<file path="src/hdl/sm3_pkg.sv">
// sm3_pkg: shared types, constants and bit functions for the sm3 hash engine
// no dependencies; used by the controller, datapath and top level

package sm3_pkg;

    // initial chaining value
    localparam logic [31:0] SM3_IV [8] = '{
        32'h7380166F, 32'h4914B2B9, 32'h172442D7, 32'hDA8A0600,
        32'hA96F30BC, 32'h163138AA, 32'hE38DEE4D, 32'hB0FB0E4E
    };

    // round constants; the high one enters at round 16 already rotated by 16
    localparam logic [31:0] T_LOW       = 32'h79CC4519;
    localparam logic [31:0] T_HIGH      = 32'h7A879D8A;
    localparam logic [31:0] T_HIGH_ROT  = {T_HIGH[15:0], T_HIGH[31:16]};
    localparam logic [7:0]  PAD_BYTE    = 8'h80;
    localparam logic [31:0] PAD_MARK    = {PAD_BYTE, 24'h000000};

    typedef enum logic [1:0] {
        S_IDLE,
        S_PAD,
        S_ROUND,
        S_DONE
    } t_state;

    // source of the word shifted into the block window while padding
    typedef enum logic [2:0] {
        PAD_ZERO,
        PAD_LAST,
        PAD_MARK_WORD,
        PAD_LEN_HI,
        PAD_LEN_LO
    } t_pad_sel;

    typedef struct packed {
        logic       shift_in;   // message word enters the window, length += 32
        logic       pad_shift;  // padding word enters the window
        t_pad_sel   pad_sel;
        logic       latch_last; // hold the masked last word, add its bits
        logic [2:0] byte_n;     // saturated byte count of the last word
        logic       load;       // working registers take the chaining value
        logic       round;      // one compression round
        logic       early;      // rounds 0 to 15
        logic       t_switch;   // round 15: switch to the high constant
        logic       round_last; // round 63: fold into the chaining value
        logic       capture;    // digest out, chaining value back to iv
    } t_dp_cmd;

    function automatic logic [31:0] rotl32(input logic [31:0] x, input logic [4:0] r);
        rotl32 = (x << r) | (x >> (6'd32 - {1'b0, r}));
    endfunction

    function automatic logic [31:0] perm0(input logic [31:0] x);
        perm0 = x ^ rotl32(x, 5'd9) ^ rotl32(x, 5'd17);
    endfunction

    function automatic logic [31:0] perm1(input logic [31:0] x);
        perm1 = x ^ rotl32(x, 5'd15) ^ rotl32(x, 5'd23);
    endfunction

endpackage

</file>
<file path="src/hdl/sm3_if.sv">
// sm3_if: valid/ready channel interfaces for message words and digests
// no dependencies

interface sm3_in_if;
    logic        valid;
    logic        ready;
    logic [31:0] data_word;
    logic [2:0]  byte_count;
    logic        is_last;

    modport source (output valid, data_word, byte_count, is_last, input ready);
    modport sink   (input valid, data_word, byte_count, is_last, output ready);
endinterface

interface sm3_out_if;
    logic        valid;
    logic        ready;
    logic [63:0] digest_part_0;
    logic [63:0] digest_part_1;
    logic [63:0] digest_part_2;
    logic [63:0] digest_part_3;

    modport source (output valid, digest_part_0, digest_part_1, digest_part_2,
                    digest_part_3, input ready);
    modport sink   (input valid, digest_part_0, digest_part_1, digest_part_2,
                    digest_part_3, output ready);
endinterface

</file>
<file path="src/hdl/sm3_ctrl.sv">
// sm3_ctrl: sequencer for word intake, padding, 64 rounds and digest hand-off
// depends on sm3_pkg

module sm3_ctrl (
    input  logic                i_clk,
    input  logic                i_rst_n,
    input  logic                i_in_valid,
    input  logic                i_is_last,
    input  logic [2:0]          i_byte_count,
    output logic                o_in_ready,
    output logic                o_out_valid,
    input  logic                i_out_ready,
    output sm3_pkg::t_dp_cmd    o_cmd
);

    sm3_pkg::t_state r_state, n_state;
    logic [3:0] r_fill, n_fill;
    logic [4:0] r_pos, n_pos;
    logic [5:0] r_round, n_round;
    logic       r_pad, n_pad;
    logic       r_final, n_final;
    logic       r_two, n_two;
    logic       r_n_full, n_n_full;
    logic       r_out_valid, n_out_valid;

    logic [2:0] n_sat;
    logic [6:0] rem_bytes;
    logic [4:0] last_pos;
    logic [4:0] fill_pos;
    sm3_pkg::t_dp_cmd cmd;

    // state registers
    always_ff @(posedge i_clk) begin
        if (!i_rst_n) begin
            r_state     <= sm3_pkg::S_IDLE;
            r_fill      <= '0;
            r_pos       <= '0;
            r_round     <= '0;
            r_pad       <= 1'b0;
            r_final     <= 1'b0;
            r_two       <= 1'b0;
            r_n_full    <= 1'b0;
            r_out_valid <= 1'b0;
        end else begin
            r_state     <= n_state;
            r_fill      <= n_fill;
            r_pos       <= n_pos;
            r_round     <= n_round;
            r_pad       <= n_pad;
            r_final     <= n_final;
            r_two       <= n_two;
            r_n_full    <= n_n_full;
            r_out_valid <= n_out_valid;
        end
    end

    // byte count of the last word and the one-or-two block decision
    assign n_sat     = (i_byte_count > 3'd4) ? 3'd4 : i_byte_count;
    assign rem_bytes = {1'b0, r_fill, 2'b00} + {4'b0000, n_sat};
    assign last_pos  = r_two ? 5'd31 : 5'd15;
    assign fill_pos  = {1'b0, r_fill};

    // next state and commands
    always_comb begin
        n_state     = r_state;
        n_fill      = r_fill;
        n_pos       = r_pos;
        n_round     = r_round;
        n_pad       = r_pad;
        n_final     = r_final;
        n_two       = r_two;
        n_n_full    = r_n_full;
        o_in_ready  = 1'b0;
        cmd         = '0;
        cmd.pad_sel = sm3_pkg::PAD_ZERO;
        cmd.byte_n  = n_sat;

        case (r_state)
            sm3_pkg::S_IDLE: begin
                o_in_ready = 1'b1;
                if (i_in_valid) begin
                    if (!i_is_last) begin
                        cmd.shift_in = 1'b1;
                        if (r_fill == 4'd15) begin
                            cmd.load = 1'b1;
                            n_fill   = '0;
                            n_round  = '0;
                            n_state  = sm3_pkg::S_ROUND;
                        end else begin
                            n_fill = r_fill + 4'd1;
                        end
                    end else begin
                        cmd.latch_last = 1'b1;
                        n_pad    = 1'b1;
                        n_n_full = (n_sat == 3'd4);
                        n_two    = (rem_bytes > 7'd55);
                        n_pos    = {1'b0, r_fill};
                        n_state  = sm3_pkg::S_PAD;
                    end
                end
            end

            sm3_pkg::S_PAD: begin
                cmd.pad_shift = 1'b1;
                if (r_pos == fill_pos) begin
                    cmd.pad_sel = sm3_pkg::PAD_LAST;
                end else if (r_n_full && (r_pos == fill_pos + 5'd1)) begin
                    cmd.pad_sel = sm3_pkg::PAD_MARK_WORD;
                end else if (r_pos == last_pos - 5'd1) begin
                    cmd.pad_sel = sm3_pkg::PAD_LEN_HI;
                end else if (r_pos == last_pos) begin
                    cmd.pad_sel = sm3_pkg::PAD_LEN_LO;
                end
                n_pos = r_pos + 5'd1;
                if (r_pos[3:0] == 4'd15) begin
                    cmd.load = 1'b1;
                    n_round  = '0;
                    n_final  = (r_pos == last_pos);
                    n_state  = sm3_pkg::S_ROUND;
                end
            end

            sm3_pkg::S_ROUND: begin
                cmd.round    = 1'b1;
                cmd.early    = (r_round[5:4] == 2'b00);
                cmd.t_switch = (r_round == 6'd15);
                n_round      = r_round + 6'd1;
                if (r_round == 6'd63) begin
                    cmd.round_last = 1'b1;
                    if (!r_pad) begin
                        n_state = sm3_pkg::S_IDLE;
                    end else if (r_final) begin
                        n_state = sm3_pkg::S_DONE;
                    end else begin
                        n_state = sm3_pkg::S_PAD;
                    end
                end
            end

            sm3_pkg::S_DONE: begin
                if (!r_out_valid || i_out_ready) begin
                    cmd.capture = 1'b1;
                    n_fill      = '0;
                    n_pad       = 1'b0;
                    n_state     = sm3_pkg::S_IDLE;
                end
            end

            default: begin
                n_state = sm3_pkg::S_IDLE;
            end
        endcase
    end

    // digest beat stays until taken; a new capture may replace a taken beat
    always_comb begin
        if (cmd.capture) begin
            n_out_valid = 1'b1;
        end else if (r_out_valid && i_out_ready) begin
            n_out_valid = 1'b0;
        end else begin
            n_out_valid = r_out_valid;
        end
    end

    assign o_out_valid = r_out_valid;
    assign o_cmd       = cmd;

    // every compression starts from a window load
    a_round_after_load: assert property (@(posedge i_clk) disable iff (!i_rst_n)
        (r_state == sm3_pkg::S_ROUND && $past(r_state) != sm3_pkg::S_ROUND)
            |-> $past(cmd.load))
        else $error("compression entered without loading the working registers");

    // the final padded block ends in the digest hand-off
    a_final_to_done: assert property (@(posedge i_clk) disable iff (!i_rst_n)
        (r_state == sm3_pkg::S_ROUND && r_round == 6'd63 && r_pad && r_final)
            |=> r_state == sm3_pkg::S_DONE)
        else $error("final block did not lead to the digest");

    // a single padded block never runs past word 15
    a_one_block_pos: assert property (@(posedge i_clk) disable iff (!i_rst_n)
        (r_state == sm3_pkg::S_PAD && !r_two) |-> (r_pos <= 5'd15))
        else $error("padding position past the single block");

    // a last word starts padding
    a_last_to_pad: assert property (@(posedge i_clk) disable iff (!i_rst_n)
        (i_in_valid && o_in_ready && i_is_last) |=> r_state == sm3_pkg::S_PAD)
        else $error("last word did not start padding");

endmodule

</file>
<file path="src/hdl/sm3_dpath.sv">
// sm3_dpath: block window with message expansion, round logic, chaining value
// depends on sm3_pkg

module sm3_dpath (
    input  logic                i_clk,
    input  logic                i_rst_n,
    input  logic [31:0]         i_data_word,
    input  sm3_pkg::t_dp_cmd    i_cmd,
    output logic [3:0][63:0]    o_digest
);

    logic [31:0] r_win [16];
    logic [31:0] r_v   [8];
    logic [63:0] r_len;
    logic [31:0] r_last_word;
    logic [31:0] r_tj;
    logic [31:0] r_a, r_b, r_c, r_d, r_e, r_f, r_g, r_h;
    logic [3:0][63:0] r_digest;

    logic [31:0] exp_word;
    logic [31:0] pad_word;
    logic [31:0] win_in;
    logic [31:0] masked_last;
    logic [31:0] a12, ss1, ss2, ff, gg, tt1, tt2;
    logic [31:0] n_a, n_c, n_e, n_g;

    // next expanded word: W[j+16] from the window W[j..j+15]
    assign exp_word = sm3_pkg::perm1(r_win[0] ^ r_win[7] ^ sm3_pkg::rotl32(r_win[13], 5'd15))
                      ^ sm3_pkg::rotl32(r_win[3], 5'd7) ^ r_win[10];

    // last word: keep the valid bytes and append the pad byte unless all four are valid
    always_comb begin
        case (i_cmd.byte_n)
            3'd0:    masked_last = sm3_pkg::PAD_MARK;
            3'd1:    masked_last = {i_data_word[31:24], sm3_pkg::PAD_BYTE, 16'h0000};
            3'd2:    masked_last = {i_data_word[31:16], sm3_pkg::PAD_BYTE, 8'h00};
            3'd3:    masked_last = {i_data_word[31:8], sm3_pkg::PAD_BYTE};
            default: masked_last = i_data_word;
        endcase
    end

    // padding word
    always_comb begin
        case (i_cmd.pad_sel)
            sm3_pkg::PAD_LAST:      pad_word = r_last_word;
            sm3_pkg::PAD_MARK_WORD: pad_word = sm3_pkg::PAD_MARK;
            sm3_pkg::PAD_LEN_HI:    pad_word = r_len[63:32];
            sm3_pkg::PAD_LEN_LO:    pad_word = r_len[31:0];
            default:                pad_word = '0;
        endcase
    end

    always_comb begin
        if (i_cmd.shift_in) begin
            win_in = i_data_word;
        end else if (i_cmd.pad_shift) begin
            win_in = pad_word;
        end else begin
            win_in = exp_word;
        end
    end

    // block window, shifts toward entry 0
    always_ff @(posedge i_clk) begin
        if (i_cmd.shift_in || i_cmd.pad_shift || i_cmd.round) begin
            for (int i = 0; i < 15; i++) begin
                r_win[i] <= r_win[i+1];
            end
            r_win[15] <= win_in;
        end
    end

    // message bit length and held last word
    always_ff @(posedge i_clk) begin
        if (!i_rst_n) begin
            r_len <= '0;
        end else if (i_cmd.capture) begin
            r_len <= '0;
        end else if (i_cmd.shift_in) begin
            r_len <= r_len + 64'd32;
        end else if (i_cmd.latch_last) begin
            r_len <= r_len + {58'd0, i_cmd.byte_n, 3'b000};
        end
    end

    always_ff @(posedge i_clk) begin
        if (i_cmd.latch_last) begin
            r_last_word <= masked_last;
        end
    end

    // one compression round
    always_comb begin
        a12 = sm3_pkg::rotl32(r_a, 5'd12);
        ss1 = sm3_pkg::rotl32(a12 + r_e + r_tj, 5'd7);
        ss2 = ss1 ^ a12;
        if (i_cmd.early) begin
            ff = r_a ^ r_b ^ r_c;
            gg = r_e ^ r_f ^ r_g;
        end else begin
            ff = (r_a & r_b) | (r_a & r_c) | (r_b & r_c);
            gg = (r_e & r_f) | (~r_e & r_g);
        end
        tt1 = ff + r_d + ss2 + (r_win[0] ^ r_win[4]);
        tt2 = gg + r_h + ss1 + r_win[0];
        n_a = tt1;
        n_c = sm3_pkg::rotl32(r_b, 5'd9);
        n_e = sm3_pkg::perm0(tt2);
        n_g = sm3_pkg::rotl32(r_f, 5'd19);
    end

    // working registers and rotating round constant
    always_ff @(posedge i_clk) begin
        if (i_cmd.load) begin
            r_a  <= r_v[0];
            r_b  <= r_v[1];
            r_c  <= r_v[2];
            r_d  <= r_v[3];
            r_e  <= r_v[4];
            r_f  <= r_v[5];
            r_g  <= r_v[6];
            r_h  <= r_v[7];
            r_tj <= sm3_pkg::T_LOW;
        end else if (i_cmd.round) begin
            r_a  <= n_a;
            r_b  <= r_a;
            r_c  <= n_c;
            r_d  <= r_c;
            r_e  <= n_e;
            r_f  <= r_e;
            r_g  <= n_g;
            r_h  <= r_g;
            r_tj <= i_cmd.t_switch ? sm3_pkg::T_HIGH_ROT : sm3_pkg::rotl32(r_tj, 5'd1);
        end
    end

    // chaining value
    always_ff @(posedge i_clk) begin
        if (!i_rst_n || i_cmd.capture) begin
            for (int i = 0; i < 8; i++) begin
                r_v[i] <= sm3_pkg::SM3_IV[i];
            end
        end else if (i_cmd.round_last) begin
            r_v[0] <= r_v[0] ^ n_a;
            r_v[1] <= r_v[1] ^ r_a;
            r_v[2] <= r_v[2] ^ n_c;
            r_v[3] <= r_v[3] ^ r_c;
            r_v[4] <= r_v[4] ^ n_e;
            r_v[5] <= r_v[5] ^ r_e;
            r_v[6] <= r_v[6] ^ n_g;
            r_v[7] <= r_v[7] ^ r_g;
        end
    end

    // digest output register
    always_ff @(posedge i_clk) begin
        if (i_cmd.capture) begin
            for (int i = 0; i < 4; i++) begin
                r_digest[i] <= {r_v[2*i], r_v[2*i+1]};
            end
        end
    end

    assign o_digest = r_digest;

endmodule

</file>
<file path="src/hdl/sm3_hash_engine.sv">
// sm3_hash_engine: streaming sm3 hash, message words in, 256-bit digest out
// depends on sm3_pkg, sm3_in_if, sm3_out_if, sm3_ctrl, sm3_dpath
//
//  channel   dir  payload                                   beat
//  i_msg     in   data_word[31:0] byte_count[2:0] is_last   one message word
//  o_digest  out  digest_part_0..3, 64 bits each            one digest
//
// a word that is not last only enters the block window; the sixteenth word of a
// block also starts its compression, one round per cycle in the shared round logic
// a last word adds padding and compression of the padded block, or of two padded
// blocks when the length spills into a second block, and then the move of the
// digest into the output register
// reset is synchronous, active low, and restores the initial chaining value
// words are refused during padding and compression and while a finished
// digest waits for the previous one to be taken

module sm3_hash_engine (
    input  logic        i_clk,
    input  logic        i_rst_n,
    sm3_in_if.sink      i_msg,
    sm3_out_if.source   o_digest
);

    sm3_pkg::t_dp_cmd cmd;
    logic [3:0][63:0] digest;

    sm3_ctrl u_ctrl (
        .i_clk        (i_clk),
        .i_rst_n      (i_rst_n),
        .i_in_valid   (i_msg.valid),
        .i_is_last    (i_msg.is_last),
        .i_byte_count (i_msg.byte_count),
        .o_in_ready   (i_msg.ready),
        .o_out_valid  (o_digest.valid),
        .i_out_ready  (o_digest.ready),
        .o_cmd        (cmd)
    );

    sm3_dpath u_dpath (
        .i_clk       (i_clk),
        .i_rst_n     (i_rst_n),
        .i_data_word (i_msg.data_word),
        .i_cmd       (cmd),
        .o_digest    (digest)
    );

    assign o_digest.digest_part_0 = digest[0];
    assign o_digest.digest_part_1 = digest[1];
    assign o_digest.digest_part_2 = digest[2];
    assign o_digest.digest_part_3 = digest[3];

endmodule

</file>
<file path="src/flat_wrapper.sv">
// flat-port wrapper written by rule: the top's interface ports become plain ports
module sm3_hash_engine_flat 
  (i_clk, i_rst_n, i_msg_valid, i_msg_data_word, i_msg_byte_count, i_msg_is_last, i_msg_ready, o_digest_valid, o_digest_digest_part_0, o_digest_digest_part_1, o_digest_digest_part_2, o_digest_digest_part_3, o_digest_ready);
  sm3_in_if i_msg_i ();
  sm3_out_if o_digest_i ();
  input  logic i_clk;
  input  logic i_rst_n;
  input wire logic [$bits(i_msg_i.valid)-1:0] i_msg_valid;
  input wire logic [$bits(i_msg_i.data_word)-1:0] i_msg_data_word;
  input wire logic [$bits(i_msg_i.byte_count)-1:0] i_msg_byte_count;
  input wire logic [$bits(i_msg_i.is_last)-1:0] i_msg_is_last;
  output wire logic [$bits(i_msg_i.ready)-1:0] i_msg_ready;
  output wire logic [$bits(o_digest_i.valid)-1:0] o_digest_valid;
  output wire logic [$bits(o_digest_i.digest_part_0)-1:0] o_digest_digest_part_0;
  output wire logic [$bits(o_digest_i.digest_part_1)-1:0] o_digest_digest_part_1;
  output wire logic [$bits(o_digest_i.digest_part_2)-1:0] o_digest_digest_part_2;
  output wire logic [$bits(o_digest_i.digest_part_3)-1:0] o_digest_digest_part_3;
  input wire logic [$bits(o_digest_i.ready)-1:0] o_digest_ready;
  assign i_msg_i.valid = i_msg_valid;
  assign i_msg_i.data_word = i_msg_data_word;
  assign i_msg_i.byte_count = i_msg_byte_count;
  assign i_msg_i.is_last = i_msg_is_last;
  assign i_msg_ready = i_msg_i.ready;
  assign o_digest_valid = o_digest_i.valid;
  assign o_digest_digest_part_0 = o_digest_i.digest_part_0;
  assign o_digest_digest_part_1 = o_digest_i.digest_part_1;
  assign o_digest_digest_part_2 = o_digest_i.digest_part_2;
  assign o_digest_digest_part_3 = o_digest_i.digest_part_3;
  assign o_digest_i.ready = o_digest_ready;
  sm3_hash_engine u_core (.i_clk(i_clk), .i_rst_n(i_rst_n), .i_msg(i_msg_i), .o_digest(o_digest_i));
endmodule
</file>
<file path="config.mk">
export PLATFORM = sky130hd
export DESIGN_NAME = sm3_hash_engine_flat
export DESIGN_NICKNAME = d
export VERILOG_FILES = /design/src/hdl/sm3_pkg.sv /design/src/hdl/sm3_if.sv /design/src/hdl/sm3_ctrl.sv /design/src/hdl/sm3_dpath.sv /design/src/hdl/sm3_hash_engine.sv /design/src/flat_wrapper.sv
export SDC_FILE = /design/constraint.sdc
export NUM_CORES = 2
export LEC_CHECK = 0
export BUFFER_PORTS_ARGS = -buffer_cell sky130_fd_sc_hd__buf_2
export CORE_ASPECT_RATIO = 1.1
export CORE_MARGIN = 2
export CORE_UTILIZATION = 62
export DETAILED_ROUTE_END_ITERATION = 12
export GPL_ROUTABILITY_DRIVEN = 0
export HOLD_SLACK_MARGIN = 0.03
export PLACE_DENSITY_LB_ADDON = 0.05
export SKIP_CTS_REPAIR_TIMING = 1
export SYNTH_ARGS = -nofsm -noshare
export SYNTH_HDL_FRONTEND = slang
export SYNTH_HIERARCHICAL = 1
export SYNTH_SLANG_ARGS = --single-unit
export TNS_END_PERCENT = 100
</file>
<file path="constraint.sdc">
create_clock -name i_clk -period 28.2 [get_ports i_clk]
set_clock_uncertainty 0.05 [all_clocks]
set_input_delay 4.23 -clock i_clk [delete_from_list [all_inputs] [get_ports i_clk]]
set_output_delay 4.23 -clock i_clk [all_outputs]
set_load 0.05 [all_outputs]
</file>
After elaboration in Yosys (flattened, before gate mapping)
Memories as Yosys holds them, arrays and structs flattened.
Index checks and enable logic that the tools add are counted.
{"block": "totals", "regBits": 662, "ram_bits": 768, "input_bits": 40, "n_memories": 2}
{"block": "op_classes", "addsub": 16, "order_cmp": 2, "eq_ne": 27, "muxes": 91, "bitwise": 51, "n_reduce_logical": 25}
{"name": "u_core.u_dpath.r_win", "depth": 16, "width": 32, "read_ports": 16, "rd_ports_with_merged_regs": 0, "write_ports": 16, "line": "sm3_dpath.sv:12", "rtl": "logic [31:0] r_win [16];"}
{"name": "u_core.u_dpath.r_v", "depth": 8, "width": 32, "read_ports": 8, "rd_ports_with_merged_regs": 0, "write_ports": 8, "line": "sm3_dpath.sv:13", "rtl": "logic [31:0] r_v [8];"}
{"cell": "$mux 32", "n": 29}
{"cell": "$xor 32x32->32", "n": 22}
{"cell": "$add 32x32->32", "n": 8}
{"cell": "$pmux 32 s4", "n": 2}
{"cell": "$and 32x32->32", "n": 5}
{"cell": "$mux 64", "n": 2}
{"cell": "$or 32x32->32", "n": 3}
{"cell": "$add 64x6->64", "n": 1}
{"cell": "$add 64x6->64 const B", "n": 1}
{"cell": "$or 32x15->32", "n": 2}
{"cell": "$or 32x7->32", "n": 2}
{"cell": "$or 32x9->32", "n": 2}
{"cell": "$not 32->32", "n": 1}
{"cell": "$or 32x1->32", "n": 1}
{"cell": "$or 32x12->32", "n": 1}
{"cell": "$or 32x17->32", "n": 1}
{"cell": "$or 32x19->32", "n": 1}
{"cell": "$or 32x23->32", "n": 1}
{"cell": "$mux 1", "n": 26}
{"cell": "$mux 4", "n": 6}
{"cell": "$mux 6", "n": 4}
{"cell": "$pmux 6 s3", "n": 1}
{"cell": "$mux 2", "n": 8}
{"cell": "$eq 5x5->1", "n": 3}
{"cell": "39 further kinds", "n": 79}

Depth between registers and ports, before layout
{"block": "logic_depth", "word_depth": 12, "ltp_mapped": 29, "ltp_nobuf": 28}

By module
The synthesis kept the hierarchy.
{"mod": "sm3_dpath", "n_inst": 1, "cells_per_inst": 4548, "area_each_um2": 65391.5, "seq_area_each_um2": 41259.6}
{"mod": "sm3_ctrl", "n_inst": 1, "cells_per_inst": 193, "area_each_um2": 1534.0, "seq_area_each_um2": 440.4}

Worst setup path after synthesis
No wires, ideal clock.
{"block": "synth_timing", "path_type": "in2reg", "startpoint": "in i_msg_is_last", "endpoint": "mem u_core.u_dpath.r_win[0][0] (enable)", "setup_ps": 909, "arrival_time_ps": 16090, "required_time_ps": 27241, "slack_ps": 11151, "stages": 5, "cell_sequence": "nand3b_1 > inv_2 > clkbuf_1 > clkbuf_1 > or3_1"}
{"element": "from (decl)", "line": "flat_wrapper.sv:11", "rtl": "input wire logic [$bits(i_msg_i.is_last)-1:0] i_msg_is_last;"}
{"element": "to (decl)", "line": "sm3_dpath.sv:12"}

Worst setup path in the final report
{"block": "layout_timing", "startpoint": "reg u_core.u_dpath.r_e[1]", "endpoint": "reg u_core.u_dpath.r_e[7], data pin"}
{"block": "layout_via", "elab_chain_len": 12, "elab_cells_between_ends": 19, "classes_between": "add/sub: 5; mux: 3; bitwise: 11"}
{"element": "from (decl)", "line": "sm3_dpath.sv:17", "rtl": "logic [31:0] r_a, r_b, r_c, r_d, r_e, r_f, r_g, r_h;"}
{"element": "from (signal assigned)", "line": "sm3_dpath.sv:119", "rtl": "r_e <= r_v[4];"}
{"element": "from (signal assigned)", "line": "sm3_dpath.sv:129", "rtl": "r_e <= n_e;"}
{"element": "parallel branches: the longest is 5 deep, another holds $add 32x32->32"}
{"element": "$add 32x32->32 * (2 in series)", "line": "sm3_dpath.sv:105", "rtl": "tt2 = gg + r_h + ss1 + r_win[0];"}
{"element": "$or 32x9->32", "line": "sm3_pkg.sv:50", "rtl": "rotl32 = (x << r) | (x >> (6'd32 - {1'b0, r}));"}
{"element": "$xor 32x32->32", "line": "sm3_pkg.sv:54", "rtl": "perm0 = x ^ rotl32(x, 5'd9) ^ rotl32(x, 5'd17);"}
{"element": "$xor 32x32->32 *", "line": "sm3_pkg.sv:54"}
{"element": "$mux 32 *", "line": "sm3_dpath.sv:124", "rtl": "end else if (i_cmd.round) begin"}
{"element": "$mux 32 *", "line": "sm3_dpath.sv:114", "rtl": "if (i_cmd.load) begin"}
Mark *: on every way between the ends. The select of a mux whose other input is x is not followed.
A chain may end at the register's enable or synchronous reset.

==> impl_metrics.json <==
{
  "grt_pass1_wl_mm": 244.0,
  "syn_to_final_growth_pct": 11.27,
  "period_needed_ps": 8319,
  "fmax_ghz": 0.1202,
  "io_pins": 298,
  "min_path_type": "reg -> reg",
  "die_h_um": 348.6,
  "rsz0062_at_grt": "no",
  "ant_nets": 0,
  "worst_setup_path_end_kind": "flip-flop",
  "finalSetupTns_ps": 0,
  "antenna_found_initial": 3,
  "clkTransAtPathRegs_ps": 60,
  "fin_nets": 5400,
  "hpwl_mm": 122.8,
  "max_slew_margin_pct": 20.32,
  "synth_top_area_cell": "edfxtp_1",
  "fin_ws_ps": 19880,
  "drive_above_1_share_pct": 15.35,
  "wl_per_cell_um": 25.61,
  "cts.sinks": 1427,
  "cts_tree": "done",
  "start_util_pct": 62.43,
  "setup_viol": 0,
  "fill_cells": 7501,
  "synth_edf_count": 1312,
  "yosysUniqueCellTypes": 103,
  "cts_root_buf": "clkbuf_16",
  "max_stage_delay_ps": 520,
  "syn_area_per_cell_sq_um": 14.12,
  "synth_seq_area_share_pct": 62.31,
  "drt_drc_violations_left": 0,
  "dieArea_sq_um": 110600,
  "cts_buffers": 142,
  "yosys.area.top_type_share_pct": 58.87,
  "worstSkewPairLatency_ps": 750,
  "firstDrtPassIters": 5,
  "die_x_um": 317.3,
  "synth_ff_type": "edfxtp_1",
  "ys_ff_latch": 1427,
  "holdWs_ps": 359.8,
  "startpoint_type": "flip-flop",
  "ys_async_sr_fraction_pct": 0,
  "worstSetupPathType": "reg -> reg",
  "yosysMostFrequentCell": "edfxtp_1",
  "syn_inst": 4741,
  "ctsLongestPathBuffers": 3,
  "syn-cell-area_sq_um": 66930,
  "synth_area_leaders": "edfxtp_1 59%, xnor2_1 6.8%, fa_1 5.7%",
  "yosysWarnings": 6,
  "cp.required_ps": 28610,
  "pre_cts_ws_ps": 19080,
  "via_count": 39074,
  "max_cap_viol_count": 0,
  "viasPerCell": 5.931,
  "worst_slew_pin_slew_ps": 1195,
  "rows": 126,
  "post-route-util_pct": 69.46,
  "grt_pass1_vias": 36991,
  "grt_overflow_total": 0,
  "crit_fanout": 4,
  "io_buffers": 297,
  "synthTopCellsByCount": "1312 x edfxtp_1, 521 x xnor2_1, 324 x nor2_1",
  "grt_use_total_pct": 30.72,
  "cp.arrival_ps": 8730,
  "htreeDepth": 4,
  "status": "completed",
  "synth_nets": 5076,
  "hold_violations": 0,
  "grt_max_degree": 184,
  "crit_slowest_cell": "fa_1",
  "period_share_pct": 29.50,
  "core-area_sq_um": 107200,
  "routed_wl_mm": 168.7,
  "slew_viol_final": 0,
  "drt-initial-drc-count": 4100
}
[path summary, 6_finish.rpt]
check / start / to / slack, ps / cells after the start
min reg2reg: u_core/u_dpath/r_win[0][208] / u_core/u_dpath/r_win[0][176] / 360 / 0
max reg2reg: u_core/u_dpath/r_e[1] / u_core/u_dpath/r_e[7] / 19880 / 28
min: u_core/u_dpath/r_win[0][208] / u_core/u_dpath/r_win[0][176] / 360 / 0
max: u_core/u_dpath/r_e[1] / u_core/u_dpath/r_e[7] / 19880 / 28
[layout make-up]
class | count | area, sq um | share of cell area, %
Clock inverter | 75 | 700.7 | 0.9409
Sequential cell | 1427 | 41700 | 56.00
Clock buffer | 183 | 3781 | 5.078
Antenna cell | 1 | 2.502 | 0.003360
Tap cell | 1408 | 1762 | 2.366
Inverter | 254 | 960.9 | 1.290
Timing Repair Buffer | 334 | 1814 | 2.436
Multi-Input combinational cell | 2906 | 23740 | 31.89
[cells by family (layout without fill, tap and decap cells)]
group | Yosys count | in the layout | synth area share (%)
mux | 294 | 294 | 4.795
simple gates | 974 | 974 | 6.850
xor+xnor | 731 | 731 | 9.937
flops | 1427 | 1427 | 62.31
compound gates | 582 | 582 | 5.697
other cells | 0 | 1 | 0
buf+inv | 408 | 846 | 2.329
fa+ha+maj | 325 | 325 | 8.084
[placed cells by master (no fill, tap or decap), drive strengths merged, types with 34 or more instances in the layout]
cell	synthesis	routed
mux2i	81	81
xor2	191	191
mux2	213	213
nor2	324	324
ha	106	106
dfxtp	115	115
clkbuf	132	183
clkinv	1	51
nand2	298	298
o21ai	161	161
xnor2	526	526
a21o	66	66
edfxtp	1312	1312
a21oi	134	134
buf	21	334
inv	253	263
fa	189	189
nand3b	39	39
nand2b	34	34
nand3	77	77
[flip-flops by register name (all words and copies together) (netlist names), 2 cells and up]
register / count
u_core/u_ctrl/r_round: 6
u_core/u_ctrl/r_state: 2
u_core/u_dpath/r_len: 61
u_core/u_dpath/r_win: 512
u_core/u_dpath/r_last_word: 32
u_core/u_dpath/r_h: 32
u_core/u_ctrl/r_pos: 5
u_core/u_dpath/r_b: 32
u_core/u_dpath/r_e: 32
u_core/u_dpath/o_digest: 256
u_core/u_dpath/r_c: 32
u_core/u_dpath/r_a: 32
u_core/u_dpath/r_f: 32
u_core/u_dpath/r_tj: 32
u_core/u_dpath/r_g: 32
u_core/u_dpath/r_d: 32
u_core/u_dpath/r_v: 256
u_core/u_ctrl/r_fill: 4
[critical path: cells and delay by family (launching register included)]
family                     cells  cell delay [ps]
adders and majority gates      6             2550
and+or+nand+nor                4              850
AOI/OAI and AO/OA             12             3380
buffers and inverters          4              270
xor gates and xnor gates       2              490
DFF                            1              430
[metrics by stage]
stage | cell area, sq um | instances
after global routing | 74460 | 6587
after CTS | 74460 | 6587
after global placement | 69980 | 6329
final | 74470 | 6588
after detailed placement | 69980 | 6329
after floorplan | 66930 | 4741
[routing by layer]
layer,vias to the layer above,track usage (%),part of all wire [%]
li1,17602,-,-
met1,19697,42.51,41
met2,1520,48.71,48
met3,255,5.134,7.2
met4,0,12.64,4.3
met5,-,0,0
Power is not shown: default switching activity piles up to over one toggle a cycle in this logic, so the estimate is an artifact.
